$ cat config.mk
export PLATFORM = sky130hd
export DESIGN_NAME = slot_allocator_fifo_waitlist
export DESIGN_NICKNAME = d
export VERILOG_FILES = /design/src/design/salloc_pkg.sv /design/src/design/salloc_ctrl.sv /design/src/design/salloc_dp.sv /design/src/design/slot_allocator_fifo_waitlist.sv
export VERILOG_INCLUDE_DIRS = /design/src /design/src/design
export SDC_FILE = /design/constraint.sdc
export NUM_CORES = 2
export LEC_CHECK = 0
export ABC_AREA = 1
export BUFFER_PORTS_ARGS = -buffer_cell sky130_fd_sc_hd__buf_2
export CORE_ASPECT_RATIO = 1.2
export CORE_MARGIN = 4
export CORE_UTILIZATION = 55
export DETAILED_ROUTE_END_ITERATION = 10
export PLACE_DENSITY = 0.74
export SYNTH_ARGS = -nofsm -noshare
export SYNTH_HDL_FRONTEND = slang
export SYNTH_HIERARCHICAL = 1
export SYNTH_SLANG_ARGS = --single-unit
$ cat constraint.sdc
create_clock -name clk_i -period 4.9 [get_ports clk_i]
set_clock_uncertainty 0.15 [all_clocks]
set_input_delay 0.98 -clock clk_i [delete_from_list [all_inputs] [get_ports clk_i]]
set_output_delay 0.98 -clock clk_i [all_outputs]
set_load 0.01 [all_outputs]
$ cat src/design/slot_allocator_fifo_waitlist_defines.svh
// Assertion macros shared by the slot allocator RTL.
// Included by the controller and the datapath; needs clk_i and rst_ni in scope.
`ifndef SLOT_ALLOCATOR_FIFO_WAITLIST_DEFINES_SVH
`define SLOT_ALLOCATOR_FIFO_WAITLIST_DEFINES_SVH

`ifndef SYNTHESIS
// Property that must hold at every clock edge outside reset.
`define SA_ASSERT(lbl, prop, msg) \
  lbl: assert property (@(posedge clk_i) disable iff (!rst_ni) prop) else $error(msg);
// Condition that must never be true outside reset.
`define SA_ASSERT_NEVER(lbl, cond, msg) \
  lbl: assert property (@(posedge clk_i) disable iff (!rst_ni) !(cond)) else $error(msg);
`else
`define SA_ASSERT(lbl, prop, msg)
`define SA_ASSERT_NEVER(lbl, cond, msg)
`endif

`endif

$ cat src/design/salloc_pkg.sv
// Shared types and constants of the slot allocator.
// No dependencies; imported by the controller, the datapath and the top level.
package salloc_pkg;

  localparam int DEF_SLOTS      = 16;
  localparam int DEF_REQUESTERS = 64;

  localparam int KIND_W   = 2;
  localparam int SIDX_W   = 4;
  localparam int ID_W     = 7;
  localparam int LOAD_W   = 14;
  localparam int STATUS_W = 3;
  localparam int COST_W   = 40;

  localparam int RATE_W   = 10;
  localparam int WEIGHT_W = 14;
  localparam int PROD_W   = RATE_W + WEIGHT_W;

  localparam int WAIT_DEPTH = 64;
  localparam int QUEUE_AW   = 6;
  localparam int COUNT_W    = 7;

  typedef enum logic [KIND_W-1:0] {
    KIND_LOAD_RATE   = 2'd0,
    KIND_LOAD_WEIGHT = 2'd1,
    KIND_ARRIVE      = 2'd2,
    KIND_DEPART      = 2'd3
  } kind_e;

  typedef enum logic [STATUS_W-1:0] {
    RES_PLACED    = 3'd0,
    RES_QUEUED    = 3'd1,
    RES_FREED     = 3'd2,
    RES_PROMOTED  = 3'd3,
    RES_NOT_FOUND = 3'd4,
    RES_FULL      = 3'd5,
    RES_LOADED    = 3'd6
  } status_e;

  typedef enum logic [1:0] {
    S_IDLE,
    S_LOOK,
    S_MUL,
    S_ACC
  } state_e;

  // Commands from the controller to the datapath.
  typedef struct packed {
    logic accept;
    logic look_emit;
    logic acc_emit;
  } ctrl_cmd_t;

  // Status from the datapath to the controller.
  typedef struct packed {
    logic dep_hit;
    logic out_room;
  } dp_stat_t;

endpackage

$ cat src/design/salloc_ctrl.sv
// Sequencing controller of the slot allocator.
// Depends on salloc_pkg and the assertion macros header.
`include "slot_allocator_fifo_waitlist_defines.svh"

module salloc_ctrl import salloc_pkg::*; (
  input  logic      clk_i,
  input  logic      rst_ni,
  input  logic      in_valid_i,
  output logic      in_stall_o,
  input  dp_stat_t  stat_i,
  output ctrl_cmd_t cmd_o
);

  state_e state_q, state_d;

  // State register.
  always_ff @(posedge clk_i or negedge rst_ni) begin
    if (!rst_ni) begin
      state_q <= S_IDLE;
    end else begin
      state_q <= state_d;
    end
  end

  // Next state and commands. A departure that finds its slot takes the
  // multiply and accumulate states; everything else finishes in the lookup.
  always_comb begin
    state_d = state_q;
    cmd_o   = '0;
    unique case (state_q)
      S_IDLE: begin
        if (in_valid_i) begin
          cmd_o.accept = 1'b1;
          state_d      = S_LOOK;
        end
      end
      S_LOOK: begin
        if (stat_i.dep_hit) begin
          state_d = S_MUL;
        end else if (stat_i.out_room) begin
          cmd_o.look_emit = 1'b1;
          state_d         = S_IDLE;
        end
      end
      S_MUL: begin
        state_d = S_ACC;
      end
      S_ACC: begin
        if (stat_i.out_room) begin
          cmd_o.acc_emit = 1'b1;
          state_d        = S_IDLE;
        end
      end
      default: begin
        state_d = S_IDLE;
      end
    endcase
  end

  // Requests enter only while no other request is in flight.
  assign in_stall_o = (state_q != S_IDLE);

  `SA_ASSERT(a_accept_to_look, cmd_o.accept |=> state_q == S_LOOK, "accept did not start lookup")
  `SA_ASSERT(a_mul_to_acc, state_q == S_MUL |=> state_q == S_ACC, "multiply not followed by accumulate")
  `SA_ASSERT(a_emit_room, (cmd_o.look_emit || cmd_o.acc_emit) |-> stat_i.out_room, "result written without room")

endmodule

$ cat src/design/salloc_dp.sv
// Datapath of the slot allocator: slot holders, rate and weight memories,
// wait queue, cost accumulator and result register. Depends on salloc_pkg.
`include "slot_allocator_fifo_waitlist_defines.svh"

module salloc_dp import salloc_pkg::*; #(
  parameter int SLOTS      = DEF_SLOTS,
  parameter int REQUESTERS = DEF_REQUESTERS
) (
  input  logic                clk_i,
  input  logic                rst_ni,
  input  ctrl_cmd_t           cmd_i,
  output dp_stat_t            stat_o,
  input  logic [KIND_W-1:0]   kind_i,
  input  logic [SIDX_W-1:0]   slot_index_i,
  input  logic [ID_W-1:0]     requester_id_i,
  input  logic [LOAD_W-1:0]   load_value_i,
  output logic                out_valid_o,
  input  logic                out_stall_i,
  output logic [STATUS_W-1:0] status_o,
  output logic [SIDX_W-1:0]   slot_used_o,
  output logic [ID_W-1:0]     promoted_id_o,
  output logic [COST_W-1:0]   total_cost_o
);

  localparam int SlotW = (SLOTS > 1) ? $clog2(SLOTS) : 1;
  localparam int ReqW  = (REQUESTERS > 1) ? $clog2(REQUESTERS) : 1;

  // Captured request.
  kind_e               kind_q;
  logic [SIDX_W-1:0]   sidx_q;
  logic [ID_W-1:0]     id_q;
  logic [LOAD_W-1:0]   val_q;

  // State.
  logic [ID_W-1:0]     holder_q [SLOTS];
  logic [RATE_W-1:0]   rate_mem [SLOTS];
  logic [WEIGHT_W-1:0] weight_mem [REQUESTERS];
  logic [ID_W-1:0]     queue_mem [WAIT_DEPTH];
  logic [QUEUE_AW-1:0] head_q, tail_q;
  logic [COUNT_W-1:0]  count_q;
  logic [COST_W-1:0]   cost_q;

  // Memory read data and pipeline registers.
  logic [RATE_W-1:0]   rate_rd_q;
  logic [WEIGHT_W-1:0] weight_rd_q;
  logic [ID_W-1:0]     queue_rd_q;
  logic [PROD_W-1:0]   prod_q;
  logic [SlotW-1:0]    match_idx_q;

  // Result register.
  logic                out_valid_q;
  status_e             status_q;
  logic [SIDX_W-1:0]   slot_used_q;
  logic [ID_W-1:0]     promoted_q;
  logic [COST_W-1:0]   total_q;

  // Lookup signals.
  logic                id_ok, sidx_ok;
  logic                free_any, match_any;
  logic [SlotW-1:0]    free_idx, match_idx;
  logic [SlotW-1:0]    rate_wa;
  logic [ReqW-1:0]     weight_addr;
  logic                queue_full, promote;
  logic                arrive_place, arrive_queue, rate_we, weight_we;
  status_e             look_status;
  logic [SlotW-1:0]    look_slot;
  logic [COST_W:0]     cost_sum;
  logic [COST_W-1:0]   cost_sat;

  // Capture the request on accept.
  always_ff @(posedge clk_i) begin
    if (cmd_i.accept) begin
      kind_q <= kind_e'(kind_i);
      sidx_q <= slot_index_i;
      id_q   <= requester_id_i;
      val_q  <= load_value_i;
    end
  end

  // Range checks on the captured request.
  assign id_ok   = (id_q != '0) && (13'(id_q) <= 13'(REQUESTERS));
  assign sidx_ok = (8'(sidx_q) < 8'(SLOTS));
  assign rate_wa     = SlotW'(sidx_q);
  assign weight_addr = ReqW'(id_q - 7'd1);

  // Parallel compare over all slots, lowest index wins.
  always_comb begin
    free_any  = 1'b0;
    match_any = 1'b0;
    free_idx  = '0;
    match_idx = '0;
    for (int j = SLOTS - 1; j >= 0; j--) begin
      if (holder_q[j] == '0) begin
        free_any = 1'b1;
        free_idx = SlotW'(j);
      end
      if (holder_q[j] == id_q) begin
        match_any = 1'b1;
        match_idx = SlotW'(j);
      end
    end
  end

  // Outcome of the lookup for every request that ends there.
  assign queue_full   = (count_q == COUNT_W'(WAIT_DEPTH));
  assign arrive_place = (kind_q == KIND_ARRIVE) && id_ok && free_any;
  assign arrive_queue = (kind_q == KIND_ARRIVE) && id_ok && !free_any && !queue_full;
  assign rate_we      = cmd_i.look_emit && (kind_q == KIND_LOAD_RATE) && sidx_ok;
  assign weight_we    = cmd_i.look_emit && (kind_q == KIND_LOAD_WEIGHT) && id_ok;

  always_comb begin
    look_status = RES_NOT_FOUND;
    look_slot   = '0;
    priority if (kind_q == KIND_LOAD_RATE || kind_q == KIND_LOAD_WEIGHT) begin
      look_status = RES_LOADED;
    end else if (!id_ok) begin
      look_status = RES_NOT_FOUND;
    end else if (kind_q == KIND_ARRIVE) begin
      if (free_any) begin
        look_status = RES_PLACED;
        look_slot   = free_idx;
      end else if (queue_full) begin
        look_status = RES_FULL;
      end else begin
        look_status = RES_QUEUED;
      end
    end else begin
      look_status = RES_NOT_FOUND;
    end
  end

  // Status to the controller.
  assign stat_o.dep_hit  = (kind_q == KIND_DEPART) && id_ok && match_any;
  assign stat_o.out_room = !out_valid_q || !out_stall_i;

  // Rate memory: load writes, read at the matched slot.
  always_ff @(posedge clk_i) begin
    if (rate_we) begin
      rate_mem[rate_wa] <= val_q[RATE_W-1:0];
    end
    rate_rd_q <= rate_mem[match_idx];
  end

  // Weight memory: load writes, read at the requester.
  always_ff @(posedge clk_i) begin
    if (weight_we) begin
      weight_mem[weight_addr] <= val_q[WEIGHT_W-1:0];
    end
    weight_rd_q <= weight_mem[weight_addr];
  end

  // Wait queue memory: arrivals write at the tail, the head is read always.
  always_ff @(posedge clk_i) begin
    if (cmd_i.look_emit && arrive_queue) begin
      queue_mem[tail_q] <= id_q;
    end
    queue_rd_q <= queue_mem[head_q];
  end

  // Multiply stage and matched slot for the accumulate state.
  always_ff @(posedge clk_i) begin
    prod_q      <= PROD_W'(rate_rd_q) * PROD_W'(weight_rd_q);
    match_idx_q <= match_idx;
  end

  // Saturating accumulate.
  assign cost_sum = {1'b0, cost_q} + (COST_W + 1)'(prod_q);
  assign cost_sat = cost_sum[COST_W] ? '1 : cost_sum[COST_W-1:0];
  assign promote  = (count_q != '0);

  // Slot holders, queue pointers and the running cost.
  always_ff @(posedge clk_i or negedge rst_ni) begin
    if (!rst_ni) begin
      for (int j = 0; j < SLOTS; j++) begin
        holder_q[j] <= '0;
      end
      head_q  <= '0;
      tail_q  <= '0;
      count_q <= '0;
      cost_q  <= '0;
    end else begin
      if (cmd_i.look_emit && arrive_place) begin
        holder_q[free_idx] <= id_q;
      end else if (cmd_i.acc_emit) begin
        holder_q[match_idx_q] <= promote ? queue_rd_q : '0;
      end
      if (cmd_i.look_emit && arrive_queue) begin
        tail_q  <= tail_q + 1'b1;
        count_q <= count_q + 1'b1;
      end else if (cmd_i.acc_emit && promote) begin
        head_q  <= head_q + 1'b1;
        count_q <= count_q - 1'b1;
      end
      if (cmd_i.acc_emit) begin
        cost_q <= cost_sat;
      end
    end
  end

  // Result valid flag.
  always_ff @(posedge clk_i or negedge rst_ni) begin
    if (!rst_ni) begin
      out_valid_q <= 1'b0;
    end else if (cmd_i.look_emit || cmd_i.acc_emit) begin
      out_valid_q <= 1'b1;
    end else if (!out_stall_i) begin
      out_valid_q <= 1'b0;
    end
  end

  // Result payload.
  always_ff @(posedge clk_i) begin
    if (cmd_i.look_emit) begin
      status_q    <= look_status;
      slot_used_q <= SIDX_W'(look_slot);
      promoted_q  <= '0;
      total_q     <= cost_q;
    end else if (cmd_i.acc_emit) begin
      status_q    <= promote ? RES_PROMOTED : RES_FREED;
      slot_used_q <= SIDX_W'(match_idx_q);
      promoted_q  <= promote ? queue_rd_q : '0;
      total_q     <= cost_sat;
    end
  end

  assign out_valid_o   = out_valid_q;
  assign status_o      = status_q;
  assign slot_used_o   = slot_used_q;
  assign promoted_id_o = promoted_q;
  assign total_cost_o  = total_q;

  `SA_ASSERT_NEVER(a_queue_over, count_q > COUNT_W'(WAIT_DEPTH), "wait queue count overflow")
  `SA_ASSERT(a_queue_ring, (tail_q - head_q) == count_q[QUEUE_AW-1:0], "queue pointers disagree with count")
  `SA_ASSERT(a_acc_holder, cmd_i.acc_emit |-> holder_q[match_idx_q] == id_q, "freed slot not held by requester")

endmodule

$ cat src/design/slot_allocator_fifo_waitlist.sv
// Top level of the slot allocator: controller plus datapath.
// Depends on salloc_pkg, salloc_ctrl and salloc_dp.
//
// Lowest-free-slot allocator with a 64-entry FIFO wait list and saturating
// 40-bit cost accounting. One request is worked on at a time and each gives
// exactly one result. A load or an arrival is captured on accept; the parallel
// slot compare and the state update follow in the lookup state. A departure
// that finds its slot also passes the multiply and accumulate states, since
// the rate and weight memories are read with a registered port and the
// product gets its own register before the saturating add. The result sits in
// an output register, so a waiting result does not hold up the next request
// until that next result is ready. Slot holders are flip-flops cleared by
// reset; there is no clearing pass.
module slot_allocator_fifo_waitlist import salloc_pkg::*; #(
  parameter int SLOTS      = DEF_SLOTS,
  parameter int REQUESTERS = DEF_REQUESTERS
) (
  input  logic                clk_i,
  input  logic                rst_ni,
  input  logic                in_valid_i,
  output logic                in_stall_o,
  input  logic [KIND_W-1:0]   kind_i,
  input  logic [SIDX_W-1:0]   slot_index_i,
  input  logic [ID_W-1:0]     requester_id_i,
  input  logic [LOAD_W-1:0]   load_value_i,
  output logic                out_valid_o,
  input  logic                out_stall_i,
  output logic [STATUS_W-1:0] status_o,
  output logic [SIDX_W-1:0]   slot_used_o,
  output logic [ID_W-1:0]     promoted_id_o,
  output logic [COST_W-1:0]   total_cost_o
);

  ctrl_cmd_t cmd;
  dp_stat_t  stat;

  // Sequencer.
  salloc_ctrl u_ctrl (
    .clk_i      (clk_i),
    .rst_ni     (rst_ni),
    .in_valid_i (in_valid_i),
    .in_stall_o (in_stall_o),
    .stat_i     (stat),
    .cmd_o      (cmd)
  );

  // Storage and arithmetic.
  salloc_dp #(
    .SLOTS      (SLOTS),
    .REQUESTERS (REQUESTERS)
  ) u_dp (
    .clk_i          (clk_i),
    .rst_ni         (rst_ni),
    .cmd_i          (cmd),
    .stat_o         (stat),
    .kind_i         (kind_i),
    .slot_index_i   (slot_index_i),
    .requester_id_i (requester_id_i),
    .load_value_i   (load_value_i),
    .out_valid_o    (out_valid_o),
    .out_stall_i    (out_stall_i),
    .status_o       (status_o),
    .slot_used_o    (slot_used_o),
    .promoted_id_o  (promoted_id_o),
    .total_cost_o   (total_cost_o)
  );

endmodule

==> run_results.csv <==
group,metric,value,unit
die,ioPinCount,87,
logic_synthesis,synth_common_cells,"edfxtp_1, nand2_1, nor2_1, inv_1, nand3_1",
logic_synthesis,yosysSeqAreaShare,67.01,%
die,rows,152,
detailed_routing,routedWlPerCell,23.33,um
timing,fin_crit_sh,101.7,%
pwr,irDropWorstVdd,2.477,mV
timing,hold_violations,0,
finish,n_fill_cell,10600,
timing,clock.fmax,0.2007,GHz
status,violations,"negative setup slack",
logic_synthesis,synth-seq-cells,1818,
die,dieHeight,423.7,um
finish,insertedDiodeCount,0,
detailed_routing,ant_nets,0,
clock_tree,holdBufCountCts,0,
clock_tree,clk_path_buf_depth,3,
pwr,p_leak,33.86,nW
critical_path,crit_required,5430,ps
hold_path,min_path_type,"in -> async",
clock_tree,cts_tree,"built",
status,status,"complete, but fails checks",
logic_synthesis,yosysMostFrequentCell,"edfxtp_1",
global_routing,antenna_found_initial,3,
logic_synthesis,synth_area,79180,um2
finish,areaGrowthSynthToFinish,14.69,%
critical_path,path_class,"reg -> reg",
finish,postLayoutCoreUtil,63.50,%
global_routing,grt_max_degree,95,
detailed_routing,dr_total_vias,53560,
global_routing,grt_first_pass_wirelength,314900,um
global_routing,grtUsageTotal,27.33,%
clock_tree,htree_levels,4,
critical_path,worstSetupStartpointType,"flop",
place,place.detailed.hpwl,131100,um
clock_tree,numCtsBuffers,175,
logic_synthesis,yosysWarnings,6,
timing,rsz0062_at_grt,"yes",
place,portBuffers,86,
detailed_routing,drt_iter0_markers,6107,
clock_tree,insertion_delay,820,ps
logic_synthesis,synthCells,6513,
logic_synthesis,synthTopCellsByArea,"edfxtp_1, dfrtp_1, nand2_1, nor2_1, fa_1",
logic_synthesis,syn_avg_cell_area,12.16,um2
die,start_util,55.37,%
place,place.gp.congestion,0.9641,
timing,fin_crit,4984,ps
finish,drive_gt1_share,13.56,%
finish,multi_input_area,23130,um2
detailed_routing,drc,0,
finish,fin_nets,7062,
detailed_routing,wl,207700,um
clock_tree,root_buffer,"clkbuf_16",
finish,stdcell_count,8903,
timing,tightest_slew,1283,ps
critical_path,cp-end-kind,"flop",
critical_path,cp_max_fo,6,
die,die_w,354.4,um
die,die_area,150100,um2
timing,setup_violations,3,
logic_synthesis,synth_top_area_share,59.84,%
logic_synthesis,synth_fp_nets,6732,
logic_synthesis,synthArstFlopShare,9.571,%
critical_path,worstPathArrival,5510,ps
place,placed_cells,8576,
detailed_routing,drtPass1Iterations,6,
finish,regArea,53100,um2
logic_synthesis,synth_ff_type,"edfxtp_1",
timing,setup_ws,-83.70,ps
logic_synthesis,yosys.area.top_type,"edfxtp_1",
timing,slew_headroom,14.49,%
global_routing,grt_pass1_vias,52830,
logic_synthesis,synth_edf_count,1578,
clock_tree,cts.sink_count,1818,
pwr,power.density,791.0,nW/um2
job,maxCapViolations,0,
detailed_routing,vias_per_cell,6.016,
global_routing,grt_overflow,0,
clock_tree,clk_pin_slew,60,ps
logic_synthesis,synth.distinct_cells,76,
die,core_area,143000,um2
pwr,total_power,0.07184,W
timing,setup_tns,-187.5,ps
timing,report.final.slew_viol_count,0,
## state kept, by name, summed over array words and instances, names as in the netlist, 10 cells and up
signal,flops
u_dp/cost_q,40
u_dp/holder_q,112
u_dp/prod_q,24
u_dp/queue_mem,448
u_dp/rate_mem,160
u_dp/rate_rd_q,10
u_dp/total_cost_o,40
u_dp/val_q,14
u_dp/weight_mem,896
u_dp/weight_rd_q,14
## through the flow
stage | setup WS [ps] | hold WS (ps) | area, um2
detailed placement | -297.0 | 351.7 | 84880
global placement | -335.5 | 332.7 | 84880
floorplan | -12.69 | 303.9 | 79450
CTS | -96.86 | 109.8 | 90660
finish | -83.70 | 116.3 | 90810
global route | -312.9 | 139.7 | 90810
## placed cells by master (no fill, tap or decap), types with 98 or more instances in the layout
cell | netlist | routed
edfxtp_1 | 1578 | 1578
nand2_1 | 1139 | 1133
inv_1 | 492 | 488
nor2_1 | 537 | 471
nand3_1 | 372 | 371
o21ai_0 | 309 | 305
buf_4 | 14 | 292
a21oi_1 | 204 | 196
a22o_1 | 188 | 188
clkbuf_16 | 0 | 177
dfrtp_1 | 174 | 172
a221oi_1 | 98 | 98
## worst max-delay path: stages, from the launching register on
cell	delay, ps
dfxtp_4	390
buf_6	130
nand2_1	80
fa_2	560
inv_1	40
ha_1	270
ha_1	270
inv_1	50
fa_1	450
fa_1	500
inv_1	70
ha_4	270
nand3_1	90
and2_4	190
o21ai_4	140
nand2_1	60
a21o_1	220
o21ai_2	150
nand3_1	110
nand2_2	110
a21oi_2	80
o21ai_2	150
a21oi_1	80
nor2_1	80
nor2_1	50
xnor2_1	110
## metal layers
metal,track usage (%),share of wire (%),up-vias
li1,-,-,24040
met1,35.96,38,26400
met2,45.84,49,2610
met3,4.080,8.0,507
met4,11.37,4.3,2
met5,0,0.0077,-
## report_power, final
group | switching [W] | leakage, nW | internal (W) | total [W]
sequential | 0.000788 | 16.9 | 0.0188 | 0.0196
combinational | 0.0215 | 14.2 | 0.0175 | 0.0390
clock | 0.00577 | 2.71 | 0.00744 | 0.0132
## cell families (layout without fill, tap and decap cells)
logic type / after synthesis / count (layout) / share of synthesized area, %
muxes: 45 / 45 / 0.5704
AOI/OAI and AO/OA: 1125 / 1125 / 9.591
buffers and inverters: 852 / 1317 / 4.386
DFF: 1818 / 1818 / 67.01
xor gates and xnor gates: 152 / 152 / 1.691
and+or+nand+nor: 2333 / 2333 / 12.87
adders and majority gates: 188 / 188 / 3.881
## what timing repair did
action,CTS,global route
hold endpoints to repair,0,0
buffers inserted,8,6
setup endpoints to repair,5,30
pin swaps,15,10
cloned,0,1
gates resized for setup,31,23
## layout make-up
cell class              count  area share, %
multi-input cells        3843          25.47
flip-flops and latches   1818          58.47
inverters                 528          2.187
clock buffers             226          5.123
well taps                1925          2.652
clock inverters            86          1.047
repair buffers            477          5.054
## final timing paths
path,start,endpoint,slack (ps),cells past startpoint
setup / recovery,u_dp/rate_rd_q[1]$_DFF_P_,u_dp/prod_q[22]$_DFF_P_,-80,25
max in group asynchronous,rst_ni,u_dp/cost_q[20]$_DFFE_PN0P_,3300,2
setup reg to reg,u_dp/rate_rd_q[1]$_DFF_P_,u_dp/prod_q[22]$_DFF_P_,-80,25
hold / removal,rst_ni,u_dp/holder_q[80]$_DFFE_PN0P_,120,1
hold reg to reg,u_dp/promoted_id_o[4]$_SDFFE_PP0P_,u_dp/promoted_id_o[4]$_SDFFE_PP0P_,360,2
min in group clk_i,load_value_i[10],u_dp/val_q[10]$_DFFE_PP_,170,1
Power figures use the tool's default switching activity.
